**src/olist_pkg.sv**
```systemverilog
package olist_pkg;

   localparam int VAL_W            = 32;
   localparam int CNT_W            = 8;
   localparam int IDX_OUT_W        = 7;
   localparam int DEFAULT_CAPACITY = 128;

   typedef enum logic [1:0] {
      KIND_INSERT = 2'd0,
      KIND_FIND   = 2'd1,
      KIND_REMOVE = 2'd2
   } kind_type;

   typedef enum logic [1:0] {
      STATUS_OK      = 2'd0,
      STATUS_FULL    = 2'd1,
      STATUS_BAD_POS = 2'd2,
      STATUS_MISSING = 2'd3
   } status_type;

   typedef enum logic [1:0] {
      OP_HOLD    = 2'd0,
      OP_CAPTURE = 2'd1,
      OP_INSERT  = 2'd2,
      OP_REMOVE  = 2'd3
   } cell_op_type;

   typedef enum logic [2:0] {
      ST_IDLE,
      ST_CAPTURE,
      ST_GROUP,
      ST_SELECT,
      ST_APPLY
   } state_type;

   // broadcast to every cell of the row
   typedef struct packed {
      cell_op_type             op;
      logic signed [VAL_W-1:0] value;
      logic [CNT_W-1:0]        sel;
      logic [CNT_W-1:0]        cnt;
   } cell_cmd_type;

endpackage

```
**src/olist_cell.sv**
```systemverilog
module olist_cell #(
   parameter int INDEX = 0
) (
   input  logic                                clock,
   input  olist_pkg::cell_cmd_type             cmd,
   input  logic signed [olist_pkg::VAL_W-1:0]  lower_entry,
   input  logic signed [olist_pkg::VAL_W-1:0]  upper_entry,
   output logic signed [olist_pkg::VAL_W-1:0]  entry,
   output logic                                match
);

   localparam logic [olist_pkg::CNT_W-1:0] IDX = olist_pkg::CNT_W'(INDEX);

   logic signed [olist_pkg::VAL_W-1:0] entry_ff, entry_in;
   logic                               match_ff, match_in;

   always_comb begin
      entry_in = entry_ff;
      match_in = match_ff;
      case (cmd.op)
         olist_pkg::OP_CAPTURE: begin
            match_in = (entry_ff == cmd.value) && (IDX < cmd.cnt);
         end
         olist_pkg::OP_INSERT: begin
            if (IDX == cmd.sel) begin
               entry_in = cmd.value;
            end else if (IDX > cmd.sel && IDX <= cmd.cnt) begin
               entry_in = lower_entry;
            end
         end
         olist_pkg::OP_REMOVE: begin
            // pull from the upper neighbor from the match up to the cell below the old tail
            if (IDX >= cmd.sel && ({1'b0, IDX} + 9'd1) < {1'b0, cmd.cnt}) begin
               entry_in = upper_entry;
            end
         end
         default: begin
         end
      endcase
   end

   always_ff @(posedge clock) begin
      entry_ff <= entry_in;
      match_ff <= match_in;
   end

   assign entry = entry_ff;
   assign match = match_ff;

endmodule

```
**config.mk**
```make
export PLATFORM = sky130hd
export DESIGN_NAME = olist_cell
export DESIGN_NICKNAME = d
export VERILOG_FILES = /design/src/olist_pkg.sv /design/src/olist_cell.sv
export SDC_FILE = /design/constraint.sdc
export NUM_CORES = 1
export LEC_CHECK = 0
export BUFFER_PORTS_ARGS = -buffer_cell sky130_fd_sc_hd__buf_2
export CORE_UTILIZATION = 37
export DETAILED_ROUTE_END_ITERATION = 6
export GPL_TIMING_DRIVEN = 0
export HOLD_SLACK_MARGIN = 0.1
export PLACE_DENSITY = 0.75
export SYNTH_ARGS = -nofsm -noshare
export SYNTH_HDL_FRONTEND = slang
export SYNTH_SLANG_ARGS = --single-unit
```
**constraint.sdc**
```tcl
create_clock -name clock -period 2.7 [get_ports clock]
set_clock_uncertainty 0.1 [all_clocks]
set_input_delay 0.135 -clock clock [delete_from_list [all_inputs] [get_ports clock]]
set_output_delay 0.135 -clock clock [all_outputs]
set_load 0.005 [all_outputs]
```
==> results.json <==
{
  "status": "completed",
  "syn_avg_cell_area_um2": 10.8,
  "wl_met1_mm": 2.82,
  "design_area_um2": 3440,
  "grt_pass1_wl_mm": 11.2,
  "synth_nets": 308,
  "power_leakage_nw": 1.69,
  "die_h_um": 76.9,
  "fmax_mhz": 413,
  "io_buffers": 147,
  "worstMarginPinSlew_ns": 0.688,
  "drv_slew": 0,
  "min_from": "lower_entry[6]",
  "clockBufferDepth": 2,
  "grt_pass1_vias": 2420,
  "layout_common_cells": "149 x buf_2, 39 x dlygate4sd3_1, 33 x nand2_1, 33 x edfxtp_1",
  "drt_pass1_iterations": 4,
  "stdcell_count": 458,
  "clock_latency_ns": 0.28,
  "ctsResizeCount": 0,
  "die_area_um2": 5910,
  "worst_setup_hold_path_clk_slew_ns": 0.07,
  "nets": 502,
  "utilization": 0.652,
  "synthCells": 193,
  "setup_viol": 0,
  "htreeDepth": 2,
  "die_w_um": 76.9,
  "core_um2": 5270,
  "cts_made_buffers": 5,
  "drt-total-wl_mm": 6.90,
  "total_power_w": 0.00127,
  "critPathKind": "input pin to flop",
  "wl_met2_mm": 3.46,
  "cp_max_fo": 10,
  "cellPowerDensity_nw_per_um2": 369,
  "dp_hpwl_mm": 4.95,
  "worstPathRequired_ns": 2.63,
  "ys_ff_latch": 33,
  "arrival_ns": 2.36,
  "top_layer_used": "met4",
  "synthArstFlopShare": 0,
  "drtIter0Drc": 79,
  "syn_to_final_growth_pct": 65.6,
  "final.min_clock_period_ns": 2.42,
  "ys.flop_type": "edfxtp_1",
  "slew_headroom": 0.541,
  "hp-class": "input pin to flop",
  "track_usage": 0.245,
  "grt_max_degree": 18,
  "timing.rr.start": "entry[14]$_DFFE_PP_",
  "gr-total-overflow": 0,
  "synth_top_cell_by_area": "edfxtp_1",
  "root_buffer": "clkbuf_8",
  "synth_edf_count": 33,
  "period_share": 0.897,
  "dpl-instance-area_um2": 2940,
  "critPathCaptureType": "flop",
  "drive_gt1_frac": 0.420,
  "critPathLaunchType": "input pin",
  "start_util": 0.394,
  "gp_congestion": 0.781,
  "dr_wl_met3_um": 430,
  "clkSinkCount": 33,
  "cts_tree": "built",
  "drc": 0,
  "synth_area_um2": 2080,
  "routed_via_density": 4.92,
  "synthTopCellsByArea": "edfxtp_1 48%, mux2i_1 15%, xor2_1 14%",
  "ys_warn_count": 0,
  "final_hold_viol_count": 0,
  "post_drt_wl_per_cell_um": 15.1,
  "ant_nets": 0,
  "rows": 26,
  "via_count": 2252,
  "post-place-cells": 411,
  "synth_cell_type_count": 20,
  "synth_top_area_share": 0.477,
  "cap_violations": 0,
  "antenna_found_initial": 0,
  "io_pins": 148,
  "rsz0062_at_grt": "no",
  "layout_commonest_cell": "buf_2",
  "ir_drop_mv": 0.261,
  "antenna_cells": 0,
  "ys_seq_area_frac": 0.477,
  "setup.worst_path.start": "cmd[49]"
}
-- cells by family after synthesis --
kind of cell              Yosys count  synth area share
AOI/OAI and AO/OA                  33            0.0802
muxes                              32             0.154
and+or+nand+nor                    53             0.123
xor gates and xnor gates           32             0.135
buffers and inverters              10            0.0301
DFF                                33             0.477
-- flip-flops by register name (all words and copies together), names as in the netlist --
register  cells
entry        32
match         1
-- final timing paths --
kind              slack (ns)                   to  cells after the start
hold reg to reg         0.79      match$_DFFE_PN_                      4
hold / removal          0.10   entry[6]$_DFFE_PP_                      3
setup / recovery        0.28  entry[12]$_DFFE_PP_                      7
setup reg to reg        1.08      match$_DFFE_PN_                      4
-- power by group --
group / internal, W / switching [W]
Sequential: 0.000569 / 0.000000671
Clock: 0.000272 / 0.000184
Combinational: 0.000140 / 0.000101
-- what timing repair did --
item                                    in CTS  in global routing
endpoints found under the hold margin       33                  0
setup buffers                                0                  0
hold buffers                                39                  0
endpoints found under the setup margin       0                  0
-- critical path, cell delays in order --
cell           delay [ns]
dlygate4sd3_1        0.53
buf_2                0.12
and2_1               0.11
buf_2                0.21
clkbuf_1             0.52
o21ai_1              0.15
dlygate4sd3_1        0.58
-- routing by layer --
metal / vias to the layer above / track usage
met5: - / 0
met3: 18 / 0.0536
met1: 1028 / 0.281
li1: 1092 / -
met4: 0 / 0.100
met2: 114 / 0.438
-- cells in the mapped netlist, types with 2 or more instances --
master	number
o21ai_0	2
nand4_1	2
mux2i_1	32
nor4_1	9
o21ai_1	30
nor4_2	2
buf_6	3
edfxtp_1	33
buf_2	2
xor2_1	32
nand2_1	33
clkbuf_1	4
nor3_1	2
-- through the flow --
step,setup TNS (ns),hold WS [ns],setup WS [ns]
after floorplan,0,0.222,0.572
after global placement,-0.450,0.314,-0.0151
after detailed placement,0,0.322,0.690
after CTS,0,0.100,0.338
after global routing,0,0.111,0.205
final,0,0.104,0.277
-- area by class of cell --
type                    instances  area (µm²)
multi-input cells             150        1040
repair buffers                187        1150
flip-flops and latches         33         991
clock inverters                 2        33.8
well taps                      70        87.6
clock buffers                   6        72.6
fillers                       442        1830
plain buffers                  10        62.6
No activity file was read; power rests on OpenSTA's default activity.
