<file path="src/olist_pkg.sv">
package olist_pkg;

   localparam int VAL_W            = 32;
   localparam int CNT_W            = 8;
   localparam int IDX_OUT_W        = 7;
   localparam int DEFAULT_CAPACITY = 128;

   typedef enum logic [1:0] {
      KIND_INSERT = 2'd0,
      KIND_FIND   = 2'd1,
      KIND_REMOVE = 2'd2
   } kind_type;

   typedef enum logic [1:0] {
      STATUS_OK      = 2'd0,
      STATUS_FULL    = 2'd1,
      STATUS_BAD_POS = 2'd2,
      STATUS_MISSING = 2'd3
   } status_type;

   typedef enum logic [1:0] {
      OP_HOLD    = 2'd0,
      OP_CAPTURE = 2'd1,
      OP_INSERT  = 2'd2,
      OP_REMOVE  = 2'd3
   } cell_op_type;

   typedef enum logic [2:0] {
      ST_IDLE,
      ST_CAPTURE,
      ST_GROUP,
      ST_SELECT,
      ST_APPLY
   } state_type;

   // broadcast to every cell of the row
   typedef struct packed {
      cell_op_type             op;
      logic signed [VAL_W-1:0] value;
      logic [CNT_W-1:0]        sel;
      logic [CNT_W-1:0]        cnt;
   } cell_cmd_type;

endpackage

</file>
<file path="src/olist_match_enc.sv">
module olist_match_enc #(
   parameter int CAPACITY = olist_pkg::DEFAULT_CAPACITY
) (
   input  logic                           clock,
   input  logic [CAPACITY-1:0]            match_vec,
   output logic                           hit,
   output logic [olist_pkg::CNT_W-1:0]    hit_index
);

   localparam int GRP_SIZE = 8;
   localparam int GRP_W    = 3;
   localparam int NGRP     = (CAPACITY + GRP_SIZE - 1) / GRP_SIZE;

   logic [NGRP*GRP_SIZE-1:0] padded;
   logic [NGRP-1:0]          grp_any_ff, grp_any_in;
   logic [GRP_W-1:0]         grp_idx_ff [NGRP];
   logic [GRP_W-1:0]         grp_idx_in [NGRP];
   logic                     hit_ff, hit_in;
   logic [olist_pkg::CNT_W-1:0] idx_ff, idx_in;

   assign padded = (NGRP*GRP_SIZE)'(match_vec);

   // first stage: lowest set bit within each group of eight
   always_comb begin
      for (int g = 0; g < NGRP; g++) begin
         grp_any_in[g] = |padded[g*GRP_SIZE +: GRP_SIZE];
         grp_idx_in[g] = '0;
         for (int b = GRP_SIZE - 1; b >= 0; b--) begin
            if (padded[g*GRP_SIZE + b]) begin
               grp_idx_in[g] = GRP_W'(b);
            end
         end
      end
   end

   // second stage: lowest group that has a hit
   always_comb begin
      hit_in = |grp_any_ff;
      idx_in = '0;
      for (int g = NGRP - 1; g >= 0; g--) begin
         if (grp_any_ff[g]) begin
            idx_in = (olist_pkg::CNT_W'(g) << GRP_W) | olist_pkg::CNT_W'(grp_idx_ff[g]);
         end
      end
   end

   always_ff @(posedge clock) begin
      grp_any_ff <= grp_any_in;
      grp_idx_ff <= grp_idx_in;
      hit_ff     <= hit_in;
      idx_ff     <= idx_in;
   end

   assign hit       = hit_ff;
   assign hit_index = idx_ff;

endmodule

</file>
<file path="config.mk">
export PLATFORM = sky130hd
export DESIGN_NAME = olist_match_enc
export DESIGN_NICKNAME = d
export VERILOG_FILES = /design/src/olist_pkg.sv /design/src/olist_match_enc.sv
export SDC_FILE = /design/constraint.sdc
export NUM_CORES = 1
export LEC_CHECK = 0
export BUFFER_PORTS_ARGS = -buffer_cell sky130_fd_sc_hd__buf_2
export CAP_MARGIN = 20
export CORE_AREA = 2 2 84 86
export CTS_BUF_LIST = sky130_fd_sc_hd__clkbuf_4
export DETAILED_ROUTE_END_ITERATION = 10
export DIE_AREA = 0 0 86 88
export PLACE_DENSITY = 0.89
export SLEW_MARGIN = 20
export SYNTH_ARGS = -nofsm -noshare
export SYNTH_HDL_FRONTEND = slang
export SYNTH_SLANG_ARGS = --single-unit
</file>
<file path="constraint.sdc">
create_clock -name clock -period 1.9 [get_ports clock]
set_input_delay 0.095 -clock clock [delete_from_list [all_inputs] [get_ports clock]]
set_output_delay 0.095 -clock clock [all_outputs]
set_load 0.01 [all_outputs]
</file>
==> summary.md, run 1 <==
| Metric | Value |
|---|---|
| CTS sink count | `between 70 and 80` |
| Post-Syn Area | `3189 um2` |
| Sequential share of the synthesized area | `45.19%` |
| Outcome | `did not finish` |
| Post-cts sizing count | `0` |
| # rows | `30` |
| Ys async rst share | `0%` |
| Routability cong. | `around 0.86` |
| Stop Error | `[ERROR RSZ-0060] Max buffer count reached.` |
| Post-DP HPWL | `6.505 mm` |
| Die Ht | `~88 um` |
| Root buffer cell | `clkbuf_4` |
| H-tree levels | `3` |
| Yosys reg bits | `72` |
| Setup bufs post-CTS | `0` |
| Syn avg cell area | `about 8 um2` |
| Pre-CTS setup slack | `slightly below 0.5 ns` |
| Port Buffers | `136` |
| Ports | `138` |
| Placed insts | `about 600` |
| Syn nets | `between 500 and 600` |
| Ys flop type | `dfxtp_1` |
| Total CTS buffers | `9` |
| Clk buf depth | `2` |
| Synth cell types | `42` |
| Synth warn | `0` |
| Initial Utilization | `48.00%` |
| Hold_buf cts | `126` |
| Post-Syn Instances | `~400` |
| Failing step | `clock tree synthesis` |
| Die X | `around 86 um` |
| Number of flops mapped to enable cells by yosys | `0` |
kinds of logic after synthesis:
logic type	count (synthesis)	share of synthesized area [%]
AO/OA/AOI/OAI	90	18.75
flip-flops	72	45.19
buffers and inverters	40	5.061
AND/OR/NAND/NOR	195	30.88
other	1	0.1176
stage by stage:
step / hold WS, ns / area (um2)
after detailed placement: 0.2888 / 3940
after floorplan: 0.1674 / 3189
after global placement: 0.2869 / 3940
cell usage after synthesis, types with 3 or more instances:
cell type | count | area share [%]
o211ai_1 | 4 | 0.94
nor2b_1 | 21 | 4.1
nor4_1 | 33 | 6.5
nand2_1 | 31 | 3.6
inv_1 | 35 | 4.1
a21oi_1 | 37 | 5.8
o21bai_1 | 17 | 4.0
dfxtp_1 | 72 | 45
nor3_1 | 49 | 7.7
o21ai_0 | 5 | 0.78
a221oi_1 | 3 | 0.82
o221ai_1 | 4 | 1.1
nand2b_1 | 6 | 1.2
clkbuf_1 | 3 | 0.35
nor2_1 | 43 | 5.1
==> inputs of run 2 (changes only) <==
- CORE_AREA: 2 2 84 86 -> 2 2 93 95
- CTS_BUF_LIST: sky130_fd_sc_hd__clkbuf_4 -> unset
- DIE_AREA: 0 0 86 88 -> 0 0 95 97
- PLACE_DENSITY: 0.89 -> unset
- PLACE_DENSITY_LB_ADDON: unset -> 0.15
==> run 2 against run 1 <==
  * The flow now finishes without violations
  * Synthesized area is the same
  * Synthesized cell count unchanged
==> summary.md, run 2 <==
| Metric | Value |
|---|---|
| Outcome | `completed` |
| Final period utilization | `83.28%` |
| Crit path launch | `match_vec[65]` |
| # diodes | `0` |
| WL/cell | `11.81 um` |
| Top layer in use | `met4` |
| Post-DP HPWL | `6.019 mm` |
| Pin count of the biggest net entering global routing | `12` |
| Final Skew | `between 0.007 and 0.008 ns` |
| Initial antenna violation count | `0` |
| Total CTS buffers | `9` |
| Switching pwr | `slightly above 700 uW` |
| Placed insts | `634` |
| Clk_lat worst skew | `between 0.3 and 0.4 ns` |
| Hold_buf cts | `slightly above 90` |
| P&R area growth vs syn | `58.93%` |
| Vias in the first global route | `3,388` |
| Clk buf depth | `2` |
| Setup bufs post-CTS | `0` |
| Ports | `138` |
| Met2 routed WL | `4.168 mm` |
| Ys flop type | `dfxtp_1` |
| Worst R2R End | `hit_index[0]$_DFF_P_` |
| Die Ht | `between 90 and 100 um` |
| Setup crit end kind | `flop` |
| Share of power burned in registers | `approximately 50%` |
| Data arrival, critical path | `about 1.8 ns` |
| Number of flops mapped to enable cells by yosys | `0` |
| Std-Cell Core Area | `between 8000 and 9000 um2` |
| H-tree levels | `3` |
| Post-cts sizing count | `0` |
| Final Slew Violations | `0` |
| Register-to-Register Path Depth | `5` |
| Overall routing resource usage | `between 10% and 20%` |
| Overall power | `~3200 uW` |
| DRC viols | `0` |
| Clk pwr share | `between 30% and 40%` |
| Met3 WL post-DR | `roughly 460 um` |
| Final nets | `760` |
| Crit path max fanout | `3` |
| Yosys reg bits | `72` |
| Synth warn | `0` |
| Post-Syn Area | `between 3000 and 4000 um2` |
| Die X | `95 um` |
| Critical Path RT | `between 2 and 2.5 ns` |
| Biggest register | `grp_idx_ff` |
| RR Startpoint | `grp_any_ff[10]$_DFF_P_` |
| Port Buffers | `roughly 140` |
| Vias per cell | `approximately 4.9` |
| Max reg flops | `48` |
| FF-to-FF setup slack | `about 0.45 ns` |
| DP Area | `a little under 4000 um2` |
| Max-cap violations | `0` |
| Final Critical Period | `between 1.5 and 2 ns` |
| Sequential share of the synthesized area | `~45%` |
| LEAKAGE | `roughly 0.0024 uW` |
| Ys async rst share | `0%` |
| CTS tree | `built` |
| Root buffer cell | `clkbuf_8` |
| Die ar. | `slightly above 9000 um2` |
| Via count of the routed design | `between 3,000 and 4,000` |
| Worst setup endpoint | `grp_any_ff[8]$_DFF_P_` |
| Post-route cell area | `around 5000 um2` |
| Initial Utilization | `roughly 39%` |
| Routability cong. | `between 0.8 and 0.9` |
| Worst hold path class | `in2reg` |
| DR iter-0 viols | `112` |
| Synth top area share | `a little under half` |
| Setup TNS | `0 ns` |
| Synth cell types | `42` |
| Commonest non-fill, non-tap cells in the layout | `136 x buf_2, 91 x dlygate4sd3_1, 72 x dfxtp_1, 49 x nor3_1, 43 x nor2_1` |
| Layout cells sized above 1 | `between 20% and 30%` |
| Max Fclk | `around 630 MHz` |
| Grt total ovfl | `0` |
| Setup violators final | `0` |
| Syn avg cell area | `roughly 8 um2` |
| Maximum VDD drop | `between 0.3 and 0.4 mV` |
| Internal Power | `around 2500 uW` |
| Total Wirelength | `a little under 9 mm` |
| Post-Syn Instances | `about 400` |
| Comb power frac | `between 10% and 20%` |
| Most frequent cell after synthesis | `dfxtp_1` |
| Syn nets | `about 530` |
| Ranking of synthesized cells by area | `dfxtp_1 45%, nor3_1 7.7%, nor4_1 6.5%, a21oi_1 5.8%, nor2_1 5.1%` |
| Final ANT Viol Nets | `0` |
| Largest area contributor in the netlist | `dfxtp_1` |
| First-pass GRT wire length | `between 10 and 15 mm` |
| Startpoint types | `input pin` |
| # rows | `33` |
| RSZ-0062 raised after global routing | `no` |
| Cell Pwr Density | `roughly 630 nW/um2` |
| Hold Violations, Final | `0` |
| Final std cells w/o fill | `740` |
| Switching share of power | `between 20% and 30%` |
| Hold Slack | `between 0.015 and 0.02 ns` |
| Clk pin slew, worst setup/hold paths | `about 0.070 ns` |
| M1 WL | `between 3 and 4 mm` |
| CTS sink count | `72` |
| Drt pass-1 iters | `4` |
| Most common cell after layout, fill and taps aside | `buf_2` |
| Post-synth top cells | `72 x dfxtp_1, 49 x nor3_1, 43 x nor2_1` |
| Crit Path Category | `in2reg` |
## run 2: cell counts after synthesis
Identical to the previous run, type by type.
## run 2: cells by family (layout without fill, tap and decap cells)
logic type	after synthesis	count (layout)	share of synthesized area, %
AND/OR/NAND/NOR	195	195	30.88
AO/OA/AOI/OAI	90	90	18.75
flip-flops	72	72	45.19
buffers and inverters	40	277	5.061
other	1	1	0.1176
## run 2: worst min path at each step
stage	cells past startpoint	start	slack, ns	to
6_report	3	match_vec[77]	0.02	grp_any_ff[9]$_DFF_P_
5_1_grt	3	match_vec[43]	0.0005	grp_any_ff[5]$_DFF_P_
4_1_cts	3	match_vec[86]	0.0003	grp_any_ff[10]$_DFF_P_
3_5_place_dp	2	match_vec[40]	0.29	grp_idx_ff[30]$_SDFF_PP0_
3_3_place_gp	2	match_vec[24]	0.29	grp_idx_ff[36]$_SDFF_PP0_
2_1_floorplan	1	match_vec[120]	0.17	grp_idx_ff[0]$_SDFF_PP0_
## run 2: power by group through the flow
stage               registers [uW]  logic [uW]  clock network [uW]
floorplan                     1610         138                   0
global placement              1620         344                   0
detailed placement            1620         356                   0
CTS                           1590         482                1150
global route                  1590         546                1230
finish                        1590         493                1120
## run 2: per-layer routing
layer,up-vias,global-route usage (%)
li1,1906,-
met1,1624,23.34
met2,117,32.02
met3,12,4.206
met4,0,8.473
met5,-,0
## run 2: worst max-delay path: stages
cell	delay, ns
dlygate4sd3_1	0.53
buf_2	0.14
nor4_1	0.38
dlygate4sd3_1	0.62
nand2_1	0.05
## run 2: area by class of cell
class,instances,area (um2)
Tap cell,105,131.4
Clock inverter,4,45.04
Multi-Input combinational cell,286,1587
Timing Repair Buffer,227,1592
Fill cell,707,3065
Sequential cell,72,1441
Clock buffer,11,141.4
Inverter,35,131.4
## run 2: through the flow
step	util (%)	setup slack, ns
finish	62.31	0.3176
global route	62.31	0.2060
CTS	62.31	0.3720
detailed placement	48.82	0.4564
global placement	48.82	0.5021
floorplan	-	0.5970
Power figures use the tool's default switching activity.
==> inputs of run 3 (changes only) <==
- clock period: 1.9 -> 1.63 ns (I/O delays scaled with it)
==> run 3 against run 2 <==
  * Die area stayed put
  * Design area is 4.1% higher
  * Non-clock buffer count is 18 higher
  * Global-route usage is 0.45 points higher
  * Critical path depth is 3 higher
  * Critical endpoint is now grp_idx_ff[12]$_SDFF_PP0_
  * Clock power is 26% higher
  * Clock skew is 0.0011 ns lower
  * Critical path type unchanged
  * Sequential share of layout area is 1.1 points lower
==> summary.md, run 3 (same netlist as run 2, synthesis figures left out) <==
| Metric | Value |
|---|---|
| Hold Crit Start | `match_vec[22]` |
| Layout cells sized above 1 | `24.46%` |
| RR Startpoint | `grp_any_ff[10]$_DFF_P_` |
| Outcome | `completed` |
| Setup crit end kind | `flop` |
| Hold Slack | `0.01284 ns` |
| Clk_lat worst skew | `0.34 ns` |
| Maximum VDD drop | `between 0.3 and 0.4 mV` |
| Final ANT Viol Nets | `0` |
| CTS sink count | `72` |
| Worst hold path class | `in2reg` |
| Total CTS buffers | `9` |
| P&R area growth vs syn | `65.52%` |
| Clk pin slew, worst setup/hold paths | `approximately 0.07 ns` |
| Register-to-Register Path Depth | `5` |
| WL/cell | `~12 um` |
| Pre-CTS setup slack | `0.2169 ns` |
| Hold path cells | `3` |
| Final nets | `around 780` |
| Final period utilization | `a little over nine tenths` |
| Critical Path RT | `1.86 ns` |
| CTS tree | `built` |
| Clk pwr share | `a little over a third` |
| Setup WS post-layout | `~0.064 ns` |
| Post-route cell area | `5279 um2` |
| Final Slew Violations | `0` |
| Post-DP HPWL | `slightly above 6 mm` |
| Root buffer cell | `clkbuf_8` |
| Vias per cell | `slightly below 5` |
| Max-cap violations | `0` |
| Ports | `about 140` |
| Max Fclk | `638.5 MHz` |
| Setup violators final | `0` |
| Final Critical Period | `about 1.6 ns` |
| Die Ht | `approximately 97 um` |
| RSZ-0062 raised after global routing | `no` |
| Commonest non-fill, non-tap cells in the layout | `136 x buf_2, 108 x dlygate4sd3_1, 72 x dfxtp_1, 49 x nor3_1, 43 x nor2_1` |
| Switching share of power | `between 20% and 30%` |
| Cell Pwr Density | `approximately 730 nW/um2` |
| DP Area | `~4000 um2` |
| Internal Power | `approximately 3000 uW` |
| Startpoint types | `input pin` |
| # rows | `33` |
| Setup TNS | `0 ns` |
| Grt total ovfl | `0` |
| First-pass GRT wire length | `around 15 mm` |
| Overall routing resource usage | `19.62%` |
| Total Wirelength | `9.011 mm` |
| H-tree levels | `3` |
| WHS Endpoint | `grp_idx_ff[41]$_SDFF_PP0_` |
| Biggest register | `grp_idx_ff` |
| DRC viols | `0` |
| Worst R2R End | `hit_index[0]$_DFF_P_` |
| Initial antenna violation count | `0` |
| Pin count of the biggest net entering global routing | `13` |
| Most common cell after layout, fill and taps aside | `buf_2` |
| Initial Utilization | `39.21%` |
| Overall power | `slightly below 4000 uW` |
| Setup bufs post-CTS | `0` |
| Crit Path Category | `in2reg` |
| Max reg flops | `48` |
| Clk buf depth | `2` |
| LEAKAGE | `approximately 0.0025 uW` |
| Via count of the routed design | `between 3,000 and 4,000` |
| Routability cong. | `0.8575` |
| Std-Cell Core Area | `between 8000 and 9000 um2` |
| Hold Violations, Final | `0` |
| Crit path max fanout | `3` |
| Die ar. | `roughly 9000 um2` |
| Switching pwr | `roughly 900 uW` |
| Comb power frac | `15.7%` |
| Vias in the first global route | `3,602` |
| FF-to-FF setup slack | `0.20 ns` |
| Final Skew | `between 0.006 and 0.007 ns` |
| DR iter-0 viols | `between 80 and 90` |
| Data arrival, critical path | `~1.8 ns` |
| Drt pass-1 iters | `4` |
| # diodes | `0` |
| Share of power burned in registers | `between 40% and 50%` |
| Die X | `roughly 95 um` |
| Port Buffers | `136` |
run 3: cell count changes in the layout (fill, tap and decap cells not counted):
| cell | change |
|---|---|
| clkinv_2 | -1 |
| clkinvlp_4 | +2 |
| dlygate4sd3_1 | +17 |
| buf_4 | +1 |
| nor4_2 | +2 |
| nor4_1 | -2 |
| clkbuf_8 | +1 |
| clkbuf_1 | -1 |
run 3: worst max path at each step:
stage,from,to,slack (ns),cells after the start
3_3_place_gp,grp_any_ff[10]$_DFF_P_,hit_index[0]$_DFF_P_,0.26,5
4_1_cts,match_vec[33],grp_any_ff[4]$_DFF_P_,0.13,5
3_5_place_dp,grp_any_ff[10]$_DFF_P_,hit_index[0]$_DFF_P_,0.22,5
6_report,match_vec[94],grp_idx_ff[12]$_SDFF_PP0_,0.06,8
2_1_floorplan,grp_any_ff[8]$_DFF_P_,hit_index[0]$_DFF_P_,0.33,6
5_1_grt,match_vec[73],grp_any_ff[9]$_DFF_P_,0.01,5
run 3: final cells by class:
type / count / area, um2
timing repair buffer: 245 / 1769
clock inverter: 5 / 55.05
multi-input combinational: 286 / 1599
sequential: 72 / 1441
tap: 105 / 131.4
inverter: 35 / 131.4
clock buffer: 11 / 151.4
fill: 678 / 2855
run 3: per-stage QoR:
stage / util (%) / std cells
2_1_floorplan: - / 398
3_3_place_gp: 48.92 / 635
3_5_place_dp: 48.92 / 635
4_1_cts: 64.74 / 759
5_1_grt: 64.90 / 759
6_report: 64.90 / 759
run 3: power groups by stage:
stage,clock [uW],sequential [uW],combinational (uW)
after floorplan,0,1880,161
after global routing,1520,1850,673
after detailed placement,0,1890,415
after global placement,0,1890,402
after CTS,1430,1850,590
final,1410,1850,606
run 3: what timing repair did:
action                                  in CTS  in global routing
endpoints found under the hold margin       48                  0
endpoints found under the setup margin       0                  3
gates resized for setup                      0                  2
hold buffers                               108                  0
run 3: routing by layer:
metal / routed length, um / GRT usage (%) / share of wire [%]
met4: 220 / 8.138 / 2.4
met5: 0 / 0 / 0
met1: 4094 / 23.71 / 45
met2: 4191 / 33.55 / 47
met3: 504 / 3.816 / 5.6
run 3: critical path, stage by stage:
cell	delay, ns
dlygate4sd3_1	0.52
buf_2	0.12
inv_1	0.04
a21oi_1	0.16
o21bai_1	0.11
a21oi_1	0.16
nor2_1	0.06
dlygate4sd3_1	0.54
==> inputs of run 4 (changes only) <==
- CORE_AREA: 2 2 93 95 -> 2 2 86 88
- DIE_AREA: 0 0 95 97 -> 0 0 88 90
- SETUP_SLACK_MARGIN: unset -> 0.2
==> run 4 against run 3 <==
  * The run now fails in clock tree synthesis
  * Synthesized area stayed put
  * Synthesized cell count unchanged
==> summary.md, run 4 <==
| Metric | Value |
|---|---|
| Routability cong. | `about 0.83` |
| Syn nets | `527` |
| Die X | `88 um` |
| Ys async rst share | `0%` |
| Initial Utilization | `a little under half` |
| H-tree levels | `3` |
| Stop Error | `[ERROR RSZ-0060] Max buffer count reached.` |
| Hold_buf cts | `130` |
| # rows | `31` |
| Synth warn | `0` |
| Syn avg cell area | `roughly 8.0 um2` |
| Post-DP HPWL | `6.096 mm` |
| Die Ht | `about 90 um` |
| Root buffer cell | `clkbuf_8` |
| Yosys reg bits | `slightly above 70` |
| Port Buffers | `around 140` |
| Post-Syn Area | `roughly 3200 um2` |
| CTS sink count | `72` |
| Most frequent cell after synthesis | `dfxtp_1` |
| Setup bufs post-CTS | `0` |
| Total CTS buffers | `9` |
| Post-synth top cells | `72 x dfxtp_1, 49 x nor3_1, 43 x nor2_1` |
| Ranking of synthesized cells by area | `dfxtp_1 45%, nor3_1 7.7%, nor4_1 6.5%, a21oi_1 5.8%, nor2_1 5.1%` |
| Ports | `approximately 140` |
| Largest area contributor in the netlist | `dfxtp_1` |
| Synth cell types | `42` |
| Post-Syn Instances | `about 400` |
| Sequential share of the synthesized area | `45.19%` |
| Failing step | `clock tree synthesis` |
| Synth top area share | `45.19%` |
| Post-cts sizing count | `0` |
| Clk buf depth | `2` |
| Number of flops mapped to enable cells by yosys | `0` |
| Outcome | `did not finish` |
| Ys flop type | `dfxtp_1` |
run 4: cell counts after synthesis:
No cell type changed its count.
run 4: through the flow:
step	cells	worst slack [ns]	cell area [um2]	utilization (%)
after detailed placement	630	0.2087	3979	56.67
after floorplan	398	0.3270	3189	-
after global placement	630	0.2516	3979	56.67
run 4: cell families after synthesis:
logic type | Yosys count | share of synthesized area, %
AOI/OAI and AO/OA | 90 | 18.75
buffers and inverters | 40 | 5.061
and+or+nand+nor | 195 | 30.88
DFF | 72 | 45.19
other | 1 | 0.1176
